File: config.mk
export PLATFORM = sky130hd
export DESIGN_NAME = load_cell_tare_and_weigh_top
export DESIGN_NICKNAME = d
export VERILOG_FILES = /design/src/hdl/lcw_pkg.sv /design/src/hdl/lcw_cfg.sv /design/src/hdl/lcw_div.sv /design/src/hdl/load_cell_tare_and_weigh_top.sv
export SDC_FILE = /design/constraint.sdc
export NUM_CORES = 2
export LEC_CHECK = 0
export ABC_AREA = 1
export ABC_CLOCK_PERIOD_IN_PS = 7600
export BUFFER_PORTS_ARGS = -buffer_cell sky130_fd_sc_hd__buf_2
export CORE_MARGIN = 2
export CORE_UTILIZATION = 59
export DETAILED_ROUTE_END_ITERATION = 7
export PLACE_DENSITY = 0.77
export SYNTH_ARGS = -nofsm -noshare
export SYNTH_HDL_FRONTEND = slang
export SYNTH_SLANG_ARGS = --single-unit
File: constraint.sdc
create_clock -name clk -period 7.6 [get_ports clk]
set_input_delay 1.52 -clock clk [delete_from_list [all_inputs] [get_ports clk]]
set_output_delay 1.52 -clock clk [all_outputs]
set_load 0.01 [all_outputs]
File: src/hdl/lcw_pkg.sv
package lcw_pkg;

  // Fixed field widths of the channels and registers.
  localparam int SAMPLE_BITS     = 24;
  localparam int CNT_CFG_W       = 7;
  localparam int CAL_W           = 24;
  localparam int BAND_W          = 16;
  localparam int GRAMS_W         = 31;
  localparam int CFG_IDX_W       = 3;
  localparam int CFG_DATA_W      = 24;
  // Effective averaging count, wide enough for the largest supported depth of 256.
  localparam int EFF_CNT_W       = 9;
  // Divisor width of the shared divider: the widest of count, calibration and step.
  localparam int DVS_W           = 24;
  localparam int MAX_AVERAGE_DEF = 64;
  localparam int GRAM_SCALE      = 1000;

  localparam logic [GRAMS_W-1:0] GRAMS_MAX = '1;

  // Register reset values.
  localparam logic [CNT_CFG_W-1:0] AVG_COUNT_RST  = 7'd10;
  localparam logic [CNT_CFG_W-1:0] TARE_COUNT_RST = 7'd16;
  localparam logic [CAL_W-1:0]     CAL_FACTOR_RST = 24'd420;
  localparam logic [BAND_W-1:0]    ZERO_BAND_RST  = 16'd5;
  localparam logic [BAND_W-1:0]    NOISE_BAND_RST = 16'd2;
  localparam logic [BAND_W-1:0]    ROUND_STEP_RST = 16'd10;

  // Register indexes.
  localparam logic [CFG_IDX_W-1:0] CFG_AVG_COUNT  = 3'd0;
  localparam logic [CFG_IDX_W-1:0] CFG_TARE_COUNT = 3'd1;
  localparam logic [CFG_IDX_W-1:0] CFG_CAL_FACTOR = 3'd2;
  localparam logic [CFG_IDX_W-1:0] CFG_ZERO_BAND  = 3'd3;
  localparam logic [CFG_IDX_W-1:0] CFG_NOISE_BAND = 3'd4;
  localparam logic [CFG_IDX_W-1:0] CFG_ROUND_STEP = 3'd5;

  // Operation codes.
  localparam logic [1:0] OP_SAMPLE  = 2'd0;
  localparam logic [1:0] OP_TARE    = 2'd1;
  localparam logic [1:0] OP_TIMEOUT = 2'd2;

  // Result kinds.
  localparam logic [1:0] KIND_WEIGHT    = 2'd0;
  localparam logic [1:0] KIND_TARE_DONE = 2'd1;
  localparam logic [1:0] KIND_TARE_FAIL = 2'd2;

  typedef enum logic [1:0] {
    MODE_WEIGH,
    MODE_DISCARD,
    MODE_TARE
  } lcw_mode_t;

  typedef enum logic [3:0] {
    ST_IDLE,
    ST_AVG_START,
    ST_AVG_WAIT,
    ST_GRAM_START,
    ST_GRAM_WAIT,
    ST_STABLE,
    ST_ROUND_START,
    ST_ROUND_WAIT,
    ST_ROUND_SAT,
    ST_TARE_START,
    ST_TARE_WAIT,
    ST_EMIT
  } lcw_state_t;

  typedef struct packed {
    logic [1:0]                    operation;
    logic signed [SAMPLE_BITS-1:0] sample;
  } lcw_in_t;

  typedef struct packed {
    logic [1:0]         kind;
    logic [GRAMS_W-1:0] weight_grams;
    logic               error;
  } lcw_out_t;

  // Effective configuration: counts clamped, divisors never zero.
  typedef struct packed {
    logic [EFF_CNT_W-1:0] avg_n;
    logic [EFF_CNT_W-1:0] tare_n;
    logic [CAL_W-1:0]     cal;
    logic [BAND_W-1:0]    zero_band;
    logic [BAND_W-1:0]    noise_band;
    logic [BAND_W-1:0]    step;
  } lcw_cfg_t;

endpackage

File: src/hdl/lcw_cfg.sv
module lcw_cfg #(
  parameter int MAX_AVERAGE = lcw_pkg::MAX_AVERAGE_DEF
) (
  input  logic                            clk,
  input  logic                            rst_n,
  input  logic                            cfg_valid,
  output logic                            cfg_ready,
  input  logic [lcw_pkg::CFG_IDX_W-1:0]   cfg_index,
  input  logic [lcw_pkg::CFG_DATA_W-1:0]  cfg_data,
  output lcw_pkg::lcw_cfg_t               cfg
);

  logic [lcw_pkg::CNT_CFG_W-1:0] avg_count_r,  avg_count_nxt;
  logic [lcw_pkg::CNT_CFG_W-1:0] tare_count_r, tare_count_nxt;
  logic [lcw_pkg::CAL_W-1:0]     cal_factor_r, cal_factor_nxt;
  logic [lcw_pkg::BAND_W-1:0]    zero_band_r,  zero_band_nxt;
  logic [lcw_pkg::BAND_W-1:0]    noise_band_r, noise_band_nxt;
  logic [lcw_pkg::BAND_W-1:0]    round_step_r, round_step_nxt;

  function automatic logic [lcw_pkg::EFF_CNT_W-1:0] clamp_cnt(
    input logic [lcw_pkg::CNT_CFG_W-1:0] c
  );
    logic [lcw_pkg::EFF_CNT_W-1:0] ce;
    ce = lcw_pkg::EFF_CNT_W'(c);
    if (c == '0) begin
      return lcw_pkg::EFF_CNT_W'(1);
    end else if (ce > lcw_pkg::EFF_CNT_W'(MAX_AVERAGE)) begin
      return lcw_pkg::EFF_CNT_W'(MAX_AVERAGE);
    end
    return ce;
  endfunction

  assign cfg_ready = 1'b1;

  always_comb begin
    avg_count_nxt  = avg_count_r;
    tare_count_nxt = tare_count_r;
    cal_factor_nxt = cal_factor_r;
    zero_band_nxt  = zero_band_r;
    noise_band_nxt = noise_band_r;
    round_step_nxt = round_step_r;
    if (cfg_valid) begin
      case (cfg_index)
        lcw_pkg::CFG_AVG_COUNT:  avg_count_nxt  = cfg_data[lcw_pkg::CNT_CFG_W-1:0];
        lcw_pkg::CFG_TARE_COUNT: tare_count_nxt = cfg_data[lcw_pkg::CNT_CFG_W-1:0];
        lcw_pkg::CFG_CAL_FACTOR: cal_factor_nxt = cfg_data[lcw_pkg::CAL_W-1:0];
        lcw_pkg::CFG_ZERO_BAND:  zero_band_nxt  = cfg_data[lcw_pkg::BAND_W-1:0];
        lcw_pkg::CFG_NOISE_BAND: noise_band_nxt = cfg_data[lcw_pkg::BAND_W-1:0];
        lcw_pkg::CFG_ROUND_STEP: round_step_nxt = cfg_data[lcw_pkg::BAND_W-1:0];
        default: ;
      endcase
    end
  end

  always_ff @(posedge clk) begin
    if (!rst_n) begin
      avg_count_r  <= lcw_pkg::AVG_COUNT_RST;
      tare_count_r <= lcw_pkg::TARE_COUNT_RST;
      cal_factor_r <= lcw_pkg::CAL_FACTOR_RST;
      zero_band_r  <= lcw_pkg::ZERO_BAND_RST;
      noise_band_r <= lcw_pkg::NOISE_BAND_RST;
      round_step_r <= lcw_pkg::ROUND_STEP_RST;
    end else begin
      avg_count_r  <= avg_count_nxt;
      tare_count_r <= tare_count_nxt;
      cal_factor_r <= cal_factor_nxt;
      zero_band_r  <= zero_band_nxt;
      noise_band_r <= noise_band_nxt;
      round_step_r <= round_step_nxt;
    end
  end

  always_comb begin
    cfg.avg_n      = clamp_cnt(avg_count_r);
    cfg.tare_n     = clamp_cnt(tare_count_r);
    cfg.cal        = (cal_factor_r == '0) ? lcw_pkg::CAL_W'(1) : cal_factor_r;
    cfg.zero_band  = zero_band_r;
    cfg.noise_band = noise_band_r;
    cfg.step       = (round_step_r == '0) ? lcw_pkg::BAND_W'(1) : round_step_r;
  end

endmodule

File: src/hdl/lcw_div.sv
module lcw_div #(
  parameter int DIV_W = 34
) (
  input  logic                        clk,
  input  logic                        rst_n,
  input  logic                        start,
  input  logic [DIV_W-1:0]            dividend,
  input  logic [lcw_pkg::DVS_W-1:0]   divisor,
  output logic                        busy,
  output logic                        done,
  output logic [DIV_W-1:0]            quotient
);

  localparam int CNT_W = $clog2(DIV_W + 1);

  logic [DIV_W-1:0]          quo_r, quo_nxt;
  logic [lcw_pkg::DVS_W-1:0] rem_r, rem_nxt;
  logic [lcw_pkg::DVS_W-1:0] dvs_r, dvs_nxt;
  logic [CNT_W-1:0]          cnt_r, cnt_nxt;
  logic                      busy_r, busy_nxt;
  logic                      done_r, done_nxt;
  logic [lcw_pkg::DVS_W:0]   trial;
  logic [lcw_pkg::DVS_W:0]   diff;

  // One restoring step per cycle: the dividend shifts out of the top of the
  // quotient register while quotient bits shift in at the bottom.
  assign trial = {rem_r, quo_r[DIV_W-1]};
  assign diff  = trial - {1'b0, dvs_r};

  always_comb begin
    quo_nxt  = quo_r;
    rem_nxt  = rem_r;
    dvs_nxt  = dvs_r;
    cnt_nxt  = cnt_r;
    busy_nxt = busy_r;
    done_nxt = 1'b0;
    if (start) begin
      quo_nxt  = dividend;
      rem_nxt  = '0;
      dvs_nxt  = divisor;
      cnt_nxt  = CNT_W'(DIV_W);
      busy_nxt = 1'b1;
    end else if (busy_r) begin
      if (!diff[lcw_pkg::DVS_W]) begin
        rem_nxt = diff[lcw_pkg::DVS_W-1:0];
        quo_nxt = {quo_r[DIV_W-2:0], 1'b1};
      end else begin
        rem_nxt = trial[lcw_pkg::DVS_W-1:0];
        quo_nxt = {quo_r[DIV_W-2:0], 1'b0};
      end
      cnt_nxt = cnt_r - CNT_W'(1);
      if (cnt_r == CNT_W'(1)) begin
        busy_nxt = 1'b0;
        done_nxt = 1'b1;
      end
    end
  end

  always_ff @(posedge clk) begin
    if (!rst_n) begin
      busy_r <= 1'b0;
      done_r <= 1'b0;
      cnt_r  <= '0;
    end else begin
      busy_r <= busy_nxt;
      done_r <= done_nxt;
      cnt_r  <= cnt_nxt;
    end
  end

  always_ff @(posedge clk) begin
    quo_r <= quo_nxt;
    rem_r <= rem_nxt;
    dvs_r <= dvs_nxt;
  end

  assign busy     = busy_r;
  assign done     = done_r;
  assign quotient = quo_r;

endmodule

File: src/hdl/load_cell_tare_and_weigh_top.sv
// Load-cell tare and weigh block.
// Input channel (in_valid/in_ready/in_data) carries an operation and a signed
// sample: a sample, a begin-tare command or a sensor timeout. Result channel
// (out_valid/out_ready/out_data) carries a kind, the rounded weight in grams
// and an error flag. The configuration channel (cfg_valid/cfg_ready/cfg_index/
// cfg_data) is always ready and writes one register per transaction.
// A sample that does not close a batch, a tare command and an unused code are
// taken in idle and leave the block ready. A timeout goes through the emit state
// to the output register. The sample that closes a weigh batch runs three passes
// through the shared restoring divider, one quotient bit per cycle. The sample
// that closes a tare runs one pass. in_ready is low from the closing sample or
// timeout until its result is loaded into the output register.
// The result waits in an output register; the next item is taken while it
// waits, and only a further result stalls until out_ready takes the first.
// Reset (rst_n low at a clock edge) restores the registers to their defaults,
// returns to weigh mode and clears offset, batch and stable weight.
module load_cell_tare_and_weigh_top #(
  parameter int MAX_AVERAGE = lcw_pkg::MAX_AVERAGE_DEF
) (
  input  logic                            clk,
  input  logic                            rst_n,
  input  logic                            in_valid,
  output logic                            in_ready,
  input  lcw_pkg::lcw_in_t                in_data,
  output logic                            out_valid,
  input  logic                            out_ready,
  output lcw_pkg::lcw_out_t               out_data,
  input  logic                            cfg_valid,
  output logic                            cfg_ready,
  input  logic [lcw_pkg::CFG_IDX_W-1:0]   cfg_index,
  input  logic [lcw_pkg::CFG_DATA_W-1:0]  cfg_data
);

  localparam int SB      = lcw_pkg::SAMPLE_BITS;
  localparam int CNT_W   = $clog2(MAX_AVERAGE + 1);
  localparam int ACC_W   = SB + 1 + $clog2(MAX_AVERAGE);
  localparam int MAG_W   = ACC_W - 1;
  localparam int PROD_W  = MAG_W + 10;
  localparam int RND_W   = lcw_pkg::GRAMS_W + 1;
  localparam int DIV_A   = (MAG_W > PROD_W) ? MAG_W : PROD_W;
  localparam int DIV_W   = (DIV_A > RND_W) ? DIV_A : RND_W;
  localparam int MUL_W   = RND_W + lcw_pkg::BAND_W;
  localparam int GW      = lcw_pkg::GRAMS_W;

  lcw_pkg::lcw_cfg_t   cfg;
  lcw_pkg::lcw_state_t state_r, state_nxt;
  lcw_pkg::lcw_mode_t  mode_r, mode_nxt;
  logic signed [ACC_W-1:0] acc_r, acc_nxt;
  logic [CNT_W-1:0]        cnt_r, cnt_nxt;
  logic [SB-1:0]           offset_r, offset_nxt;
  logic [GW-1:0]           stable_r, stable_nxt;
  logic                    acc_neg_r, acc_neg_nxt;
  logic [GW-1:0]           g_r, g_nxt;
  logic [MUL_W-1:0]        prod_r, prod_nxt;
  lcw_pkg::lcw_out_t       res_r, res_nxt;
  lcw_pkg::lcw_out_t       out_r, out_nxt;
  logic                    out_valid_r, out_valid_nxt;

  logic                    in_fire;
  logic                    emit_load;
  logic [CNT_W-1:0]        cnt_inc;
  logic                    avg_full;
  logic                    tare_full;
  logic [ACC_W-1:0]        sample_ext;
  logic [ACC_W-1:0]        offset_ext;
  logic [ACC_W-1:0]        acc_abs;
  logic [MAG_W-1:0]        acc_mag;
  logic [PROD_W-1:0]       scaled;
  logic [RND_W-1:0]        round_in;
  logic [GW-1:0]           g_sat;
  logic [GW-1:0]           g_diff;
  logic [SB-1:0]           q_low;
  logic [MAG_W-1:0]        avg_q;

  logic                      div_start;
  logic [DIV_W-1:0]          div_dividend;
  logic [lcw_pkg::DVS_W-1:0] div_divisor;
  logic                      div_busy;
  logic                      div_done;
  logic [DIV_W-1:0]          div_quot;

  lcw_cfg #(
    .MAX_AVERAGE (MAX_AVERAGE)
  ) u_cfg (
    .clk       (clk),
    .rst_n     (rst_n),
    .cfg_valid (cfg_valid),
    .cfg_ready (cfg_ready),
    .cfg_index (cfg_index),
    .cfg_data  (cfg_data),
    .cfg       (cfg)
  );

  lcw_div #(
    .DIV_W (DIV_W)
  ) u_div (
    .clk      (clk),
    .rst_n    (rst_n),
    .start    (div_start),
    .dividend (div_dividend),
    .divisor  (div_divisor),
    .busy     (div_busy),
    .done     (div_done),
    .quotient (div_quot)
  );

  assign in_ready  = (state_r == lcw_pkg::ST_IDLE);
  assign in_fire   = in_valid && in_ready;
  assign emit_load = (state_r == lcw_pkg::ST_EMIT) && (!out_valid_r || out_ready);

  assign cnt_inc    = cnt_r + CNT_W'(1);
  assign avg_full   = lcw_pkg::EFF_CNT_W'(cnt_inc) >= cfg.avg_n;
  assign tare_full  = lcw_pkg::EFF_CNT_W'(cnt_inc) >= cfg.tare_n;
  assign sample_ext = {{(ACC_W-SB){in_data.sample[SB-1]}}, in_data.sample};
  assign offset_ext = {{(ACC_W-SB){offset_r[SB-1]}}, offset_r};
  assign acc_abs    = acc_r[ACC_W-1] ? (ACC_W'(0) - acc_r) : acc_r;
  assign acc_mag    = acc_abs[MAG_W-1:0];
  assign q_low      = div_quot[SB-1:0];
  // An average can exceed the sample range when the count drops in the middle of a batch.
  assign avg_q      = div_quot[MAG_W-1:0];
  assign scaled     = PROD_W'(avg_q) * PROD_W'(lcw_pkg::GRAM_SCALE);
  assign round_in   = {1'b0, stable_r} + RND_W'(cfg.step >> 1);
  assign g_sat      = (div_quot > DIV_W'(lcw_pkg::GRAMS_MAX)) ? lcw_pkg::GRAMS_MAX
                                                              : div_quot[GW-1:0];
  assign g_diff     = (g_r >= stable_r) ? (g_r - stable_r) : (stable_r - g_r);

  // Next state.
  always_comb begin
    state_nxt = state_r;
    case (state_r)
      lcw_pkg::ST_IDLE: begin
        if (in_fire) begin
          case (in_data.operation)
            lcw_pkg::OP_TIMEOUT: state_nxt = lcw_pkg::ST_EMIT;
            lcw_pkg::OP_SAMPLE: begin
              if (mode_r == lcw_pkg::MODE_TARE && tare_full) begin
                state_nxt = lcw_pkg::ST_TARE_START;
              end else if (mode_r == lcw_pkg::MODE_WEIGH && avg_full) begin
                state_nxt = lcw_pkg::ST_AVG_START;
              end
            end
            default: ;
          endcase
        end
      end
      lcw_pkg::ST_AVG_START:   state_nxt = lcw_pkg::ST_AVG_WAIT;
      lcw_pkg::ST_AVG_WAIT:    if (div_done) state_nxt = lcw_pkg::ST_GRAM_START;
      lcw_pkg::ST_GRAM_START:  state_nxt = lcw_pkg::ST_GRAM_WAIT;
      lcw_pkg::ST_GRAM_WAIT:   if (div_done) state_nxt = lcw_pkg::ST_STABLE;
      lcw_pkg::ST_STABLE:      state_nxt = lcw_pkg::ST_ROUND_START;
      lcw_pkg::ST_ROUND_START: state_nxt = lcw_pkg::ST_ROUND_WAIT;
      lcw_pkg::ST_ROUND_WAIT:  if (div_done) state_nxt = lcw_pkg::ST_ROUND_SAT;
      lcw_pkg::ST_ROUND_SAT:   state_nxt = lcw_pkg::ST_EMIT;
      lcw_pkg::ST_TARE_START:  state_nxt = lcw_pkg::ST_TARE_WAIT;
      lcw_pkg::ST_TARE_WAIT:   if (div_done) state_nxt = lcw_pkg::ST_EMIT;
      lcw_pkg::ST_EMIT:        if (emit_load) state_nxt = lcw_pkg::ST_IDLE;
      default:                 state_nxt = lcw_pkg::ST_IDLE;
    endcase
  end

  // Datapath and outputs.
  always_comb begin
    mode_nxt      = mode_r;
    acc_nxt       = acc_r;
    cnt_nxt       = cnt_r;
    offset_nxt    = offset_r;
    stable_nxt    = stable_r;
    acc_neg_nxt   = acc_neg_r;
    g_nxt         = g_r;
    prod_nxt      = prod_r;
    res_nxt       = res_r;
    div_start     = 1'b0;
    div_dividend  = DIV_W'(acc_mag);
    div_divisor   = lcw_pkg::DVS_W'(cfg.avg_n);
    out_nxt       = out_r;
    out_valid_nxt = out_valid_r && !out_ready;
    case (state_r)
      lcw_pkg::ST_IDLE: begin
        if (in_fire) begin
          case (in_data.operation)
            lcw_pkg::OP_TARE: begin
              offset_nxt = '0;
              acc_nxt    = '0;
              cnt_nxt    = '0;
              mode_nxt   = lcw_pkg::MODE_DISCARD;
            end
            lcw_pkg::OP_TIMEOUT: begin
              acc_nxt = '0;
              cnt_nxt = '0;
              if (mode_r != lcw_pkg::MODE_WEIGH) begin
                offset_nxt = '0;
                mode_nxt   = lcw_pkg::MODE_WEIGH;
                res_nxt    = '{kind: lcw_pkg::KIND_TARE_FAIL, weight_grams: '0, error: 1'b1};
              end else begin
                res_nxt    = '{kind: lcw_pkg::KIND_WEIGHT, weight_grams: '0, error: 1'b1};
              end
            end
            lcw_pkg::OP_SAMPLE: begin
              case (mode_r)
                lcw_pkg::MODE_DISCARD: mode_nxt = lcw_pkg::MODE_TARE;
                lcw_pkg::MODE_TARE: begin
                  acc_nxt = acc_r + sample_ext;
                  cnt_nxt = tare_full ? '0 : cnt_inc;
                end
                default: begin
                  acc_nxt = acc_r + sample_ext - offset_ext;
                  cnt_nxt = avg_full ? '0 : cnt_inc;
                end
              endcase
            end
            default: ;
          endcase
        end
      end
      lcw_pkg::ST_AVG_START: begin
        div_start = 1'b1;
        acc_nxt   = '0;
      end
      lcw_pkg::ST_GRAM_START: begin
        div_start    = 1'b1;
        div_dividend = DIV_W'(scaled);
        div_divisor  = lcw_pkg::DVS_W'(cfg.cal);
      end
      lcw_pkg::ST_GRAM_WAIT: begin
        if (div_done) begin
          g_nxt = (g_sat < GW'(cfg.zero_band)) ? '0 : g_sat;
        end
      end
      lcw_pkg::ST_STABLE: begin
        if (g_diff > GW'(cfg.noise_band)) begin
          stable_nxt = g_r;
        end
      end
      lcw_pkg::ST_ROUND_START: begin
        div_start    = 1'b1;
        div_dividend = DIV_W'(round_in);
        div_divisor  = lcw_pkg::DVS_W'(cfg.step);
      end
      lcw_pkg::ST_ROUND_WAIT: begin
        if (div_done) begin
          prod_nxt = MUL_W'(div_quot[RND_W-1:0]) * MUL_W'(cfg.step);
        end
      end
      lcw_pkg::ST_ROUND_SAT: begin
        res_nxt.kind         = lcw_pkg::KIND_WEIGHT;
        res_nxt.error        = 1'b0;
        res_nxt.weight_grams = (prod_r > MUL_W'(lcw_pkg::GRAMS_MAX)) ? lcw_pkg::GRAMS_MAX
                                                                     : prod_r[GW-1:0];
      end
      lcw_pkg::ST_TARE_START: begin
        div_start   = 1'b1;
        div_divisor = lcw_pkg::DVS_W'(cfg.tare_n);
        acc_neg_nxt = acc_r[ACC_W-1];
        acc_nxt     = '0;
      end
      lcw_pkg::ST_TARE_WAIT: begin
        if (div_done) begin
          // The tare average of raw samples fits the sample width unless the count drops mid-batch.
          offset_nxt = acc_neg_r ? (SB'(0) - q_low) : q_low;
          mode_nxt   = lcw_pkg::MODE_WEIGH;
          res_nxt    = '{kind: lcw_pkg::KIND_TARE_DONE, weight_grams: '0, error: 1'b0};
        end
      end
      lcw_pkg::ST_EMIT: begin
        if (emit_load) begin
          out_nxt       = res_r;
          out_valid_nxt = 1'b1;
        end
      end
      default: ;
    endcase
  end

  always_ff @(posedge clk) begin
    if (!rst_n) begin
      state_r     <= lcw_pkg::ST_IDLE;
      mode_r      <= lcw_pkg::MODE_WEIGH;
      acc_r       <= '0;
      cnt_r       <= '0;
      offset_r    <= '0;
      stable_r    <= '0;
      out_valid_r <= 1'b0;
    end else begin
      state_r     <= state_nxt;
      mode_r      <= mode_nxt;
      acc_r       <= acc_nxt;
      cnt_r       <= cnt_nxt;
      offset_r    <= offset_nxt;
      stable_r    <= stable_nxt;
      out_valid_r <= out_valid_nxt;
    end
  end

  always_ff @(posedge clk) begin
    acc_neg_r <= acc_neg_nxt;
    g_r       <= g_nxt;
    prod_r    <= prod_nxt;
    res_r     <= res_nxt;
    out_r     <= out_nxt;
  end

  assign out_valid = out_valid_r;
  assign out_data  = out_r;

`ifndef SYNTHESIS
  a_start_when_free: assert property (@(posedge clk) disable iff (!rst_n)
    div_start |-> !div_busy)
    else $error("divider started while busy");

  a_done_in_wait: assert property (@(posedge clk) disable iff (!rst_n)
    div_done |-> (state_r == lcw_pkg::ST_AVG_WAIT || state_r == lcw_pkg::ST_GRAM_WAIT ||
                  state_r == lcw_pkg::ST_ROUND_WAIT || state_r == lcw_pkg::ST_TARE_WAIT))
    else $error("divider finished outside a wait state");

  a_count_bound: assert property (@(posedge clk) disable iff (!rst_n)
    cnt_r < CNT_W'(MAX_AVERAGE))
    else $error("sample count reached the averaging depth");

  a_discard_clean: assert property (@(posedge clk) disable iff (!rst_n)
    (mode_r == lcw_pkg::MODE_DISCARD) |-> (acc_r == '0 && cnt_r == '0))
    else $error("batch state not cleared while discarding");

  a_status_zero_weight: assert property (@(posedge clk) disable iff (!rst_n)
    (out_valid && out_data.kind != lcw_pkg::KIND_WEIGHT) |-> out_data.weight_grams == '0)
    else $error("tare result carries a weight");
`endif

endmodule

==> reports/qor.yml <==
status:
  outcome: "finished, final reports clean"
setup_path:
  crit_path_max_incr_delay_ps: 990
  crit_chain: "nand2_1, fa_1, fa_1, fa_1, fa_1, inv_1, fa_1, inv_1, fa_1, inv_1, ha_1, a21o_1, a31oi_1, nand3_1, nand2_1, o211ai_1, a21oi_1, inv_1, a21oi_1, o21ai_0, xor2_1"
  path_class: "reg -> reg"
  critPathTopFamily: "adder cells"
  worst-endpoint-required_ps: 7930
  cp-end-kind: "flip-flop"
  startpoint_type: "flip-flop"
  crit_buf_inv: 4
  critPathMaxFanout: 19
  crit_top_cell: "fa_1"
  worstPathArrival_ps: 7360
  cp_slowest_cell: "edfxtp_1"
synthesis:
  ys_ff_latch: 430
  netlist_instances: 6903
  ys_top_cells_by_count: "nand2_1 (1607), inv_1 (1405), fa_1 (534), nor2_1 (512), a21oi_1 (490)"
  synth_largest_area_cell: "fa_1"
  synth_edf_count: 212
  ys_seq_area_share_pct: 20.9
  avgSynthCellArea_sq_um: 7.43
  synth.most_common_cell: "nand2_1"
  ys_async_sr_fraction_pct: 0
  synthFlopType: "dfxtp_1"
  ys_types: 57
  yosysTopAreaCellShare_pct: 20.8
  ys_warn_count: 0
  synth.area.top_cells: "fa_1 (21%), edfxtp_1 (12%), nand2_1 (12%)"
  syn_nets: 7929
  netlist_area_sq_um: 51300
clock_tree:
  htreeDepth: 2
  clk_latency_ps: 650
  clockBufferDepth: 3
  cts_resized: 0
  clock-sinks: 430
  path_clk_slew_ps: 60
  cts_inserted_buffers: 51
  postCtsSetupRepairBufs: 0
  ctsRootBufferMaster: "clkbuf_16"
  holdBufCountCts: 0
  cts_tree: "done"
global_route:
  grt_usage_pct: 35.4
  grt_remaining_overflow: 0
  antenna_found_initial: 3
  grt_max_degree: 88
  grt_pass1_wl_microns: 249000
  grt_pass1_vias: 45700
sta:
  finalSetupViolations: 0
  tightestPinTransition_ps: 1260
  slew_violations: 0
  skew_ps: 59.9
  hold_viol: 0
  tns_ps: 0
  period_needed_ps: 7030
  slew-limit-headroom_pct: 15.8
  layout_worst_path_cycle_share_pct: 92.4
  whs_ps: 382
  max_freq_mhz: 142
  grt_setup_unrepaired: "false"
floorplanning:
  fp.dieW_microns: 299
  core.rowCount: 108
  core_sq_um: 86500
  io_pins: 95
  die_area_sq_um: 89300
  initial_core_util_pct: 59.3
  fp.dieH_microns: 299
run:
  timing.max_cap.violations: 0
finish:
  multi_input_area_sq_um: 34300
  n_fill_cell: 7716
  drive_gt1_share_pct: 5.50
  syn_to_final_growth_pct: 6.88
  final_nets: 7911
  seq_area_sq_um: 10700
routing:
  vias: 46200
  route.detailed.drc: 0
  wl_microns: 157000
  drt_iter0_drc: 4552
  ant_nets: 0
  wl_per_cell_microns: 19.4
  dr.pass1.iters: 6
  vias_per_cell: 5.71
placed_design:
  hpwl_microns: 125000
  numPortBuffers: 93
  place.gp.congestion: 0.983
min_path:
  holdCritPathClass: "reg -> reg"
==> placed cells by master, fill, tap and decap left out, types with 11 or more instances in the layout <==
cell type / synthesis / routed
nand4_1: 52 / 52
fa_1: 534 / 534
inv_1: 1405 / 1403
a21boi_0: 26 / 26
xnor2_1: 52 / 52
buf_2: 22 / 92
nor2_1: 512 / 501
a22oi_1: 13 / 13
a31oi_1: 37 / 37
nand3b_1: 11 / 11
clkbuf_16: 0 / 52
buf_4: 2 / 83
or2_2: 25 / 25
nand2_2: 12 / 12
o21ai_0: 350 / 350
o211ai_1: 36 / 36
a21oi_1: 490 / 490
nor3_1: 48 / 47
nand3_1: 248 / 248
a21o_1: 24 / 24
o21bai_1: 29 / 29
edfxtp_1: 212 / 212
nor4_1: 32 / 31
dfxtp_1: 218 / 218
nor2_2: 5 / 12
nand2_1: 1607 / 1607
nand3_2: 31 / 31
xor2_1: 96 / 96
ha_1: 434 / 434
==> flip-flops by register name, indices dropped and copies added (netlist names), 31 cells and up <==
name            flops
stable_r           31
prod_r             48
res_r              34
u_div.quotient     40
acc_r              31
out_data           34
g_r                31
==> worst reg2reg max path: cells and delay by family (launching register included) <==
kind            cells  cell delay (ps)
simple gates        3              440
compound gates      6             1390
fa+ha+maj           7             3470
xor+xnor            1              160
flops               1              990
buf+inv             4              250
==> final timing paths <==
check                           cells past startpoint            to              start  slack, ps
worst max register to register                     21    prod_r[38]  u_div.quotient[9]        570
worst max-delay path                               21    prod_r[38]  u_div.quotient[9]        570
worst min register to register                      0  out_data[17]          res_r[17]        380
worst min-delay path                                0  out_data[17]          res_r[17]        380
==> through the flow <==
step	instance area, sq um	worst slack, ps	util [%]	cells
after detailed placement	53000	766	61.3	7987
after global routing	54800	220	63.4	8084
after CTS	54800	700	63.4	8083
after global placement	53000	885	61.3	7987
after floorplan	51300	1230	-	6903
final	54800	574	63.4	8085
==> final cells by class <==
cell class	instances	area share [%]
multi-input cells	4802	62.5
flip-flops and latches	430	19.6
inverters	1418	9.71
well taps	1155	2.64
clock buffers	61	2.51
repair buffers	182	2.23
clock inverters	35	0.783
diodes	2	0.00913
==> cell families after synthesis <==
| group | count (synthesis) | synth area share [%] |
|---|---|---|
| other | 1 | 0.00731 |
| and+or+nand+nor | 2602 | 21.0 |
| DFF | 430 | 20.9 |
| AOI/OAI and AO/OA | 1082 | 11.7 |
| muxes | 1 | 0.0195 |
| adders and majority gates | 968 | 31.4 |
| buffers and inverters | 1671 | 12.4 |
| xor gates and xnor gates | 148 | 2.53 |
==> metal layers <==
metal / vias up / GRT usage [%] / part of all wire [%]
li1: 21600 / - / -
met1: 22100 / 46.9 / 40
met2: 2107 / 57.4 / 46
met3: 442 / 6.37 / 9.3
met4: 4 / 14.5 / 4.6
met5: - / 0 / 0.014
Power is not shown: default switching activity piles up to over one toggle a cycle in this logic, so the estimate is an artifact.
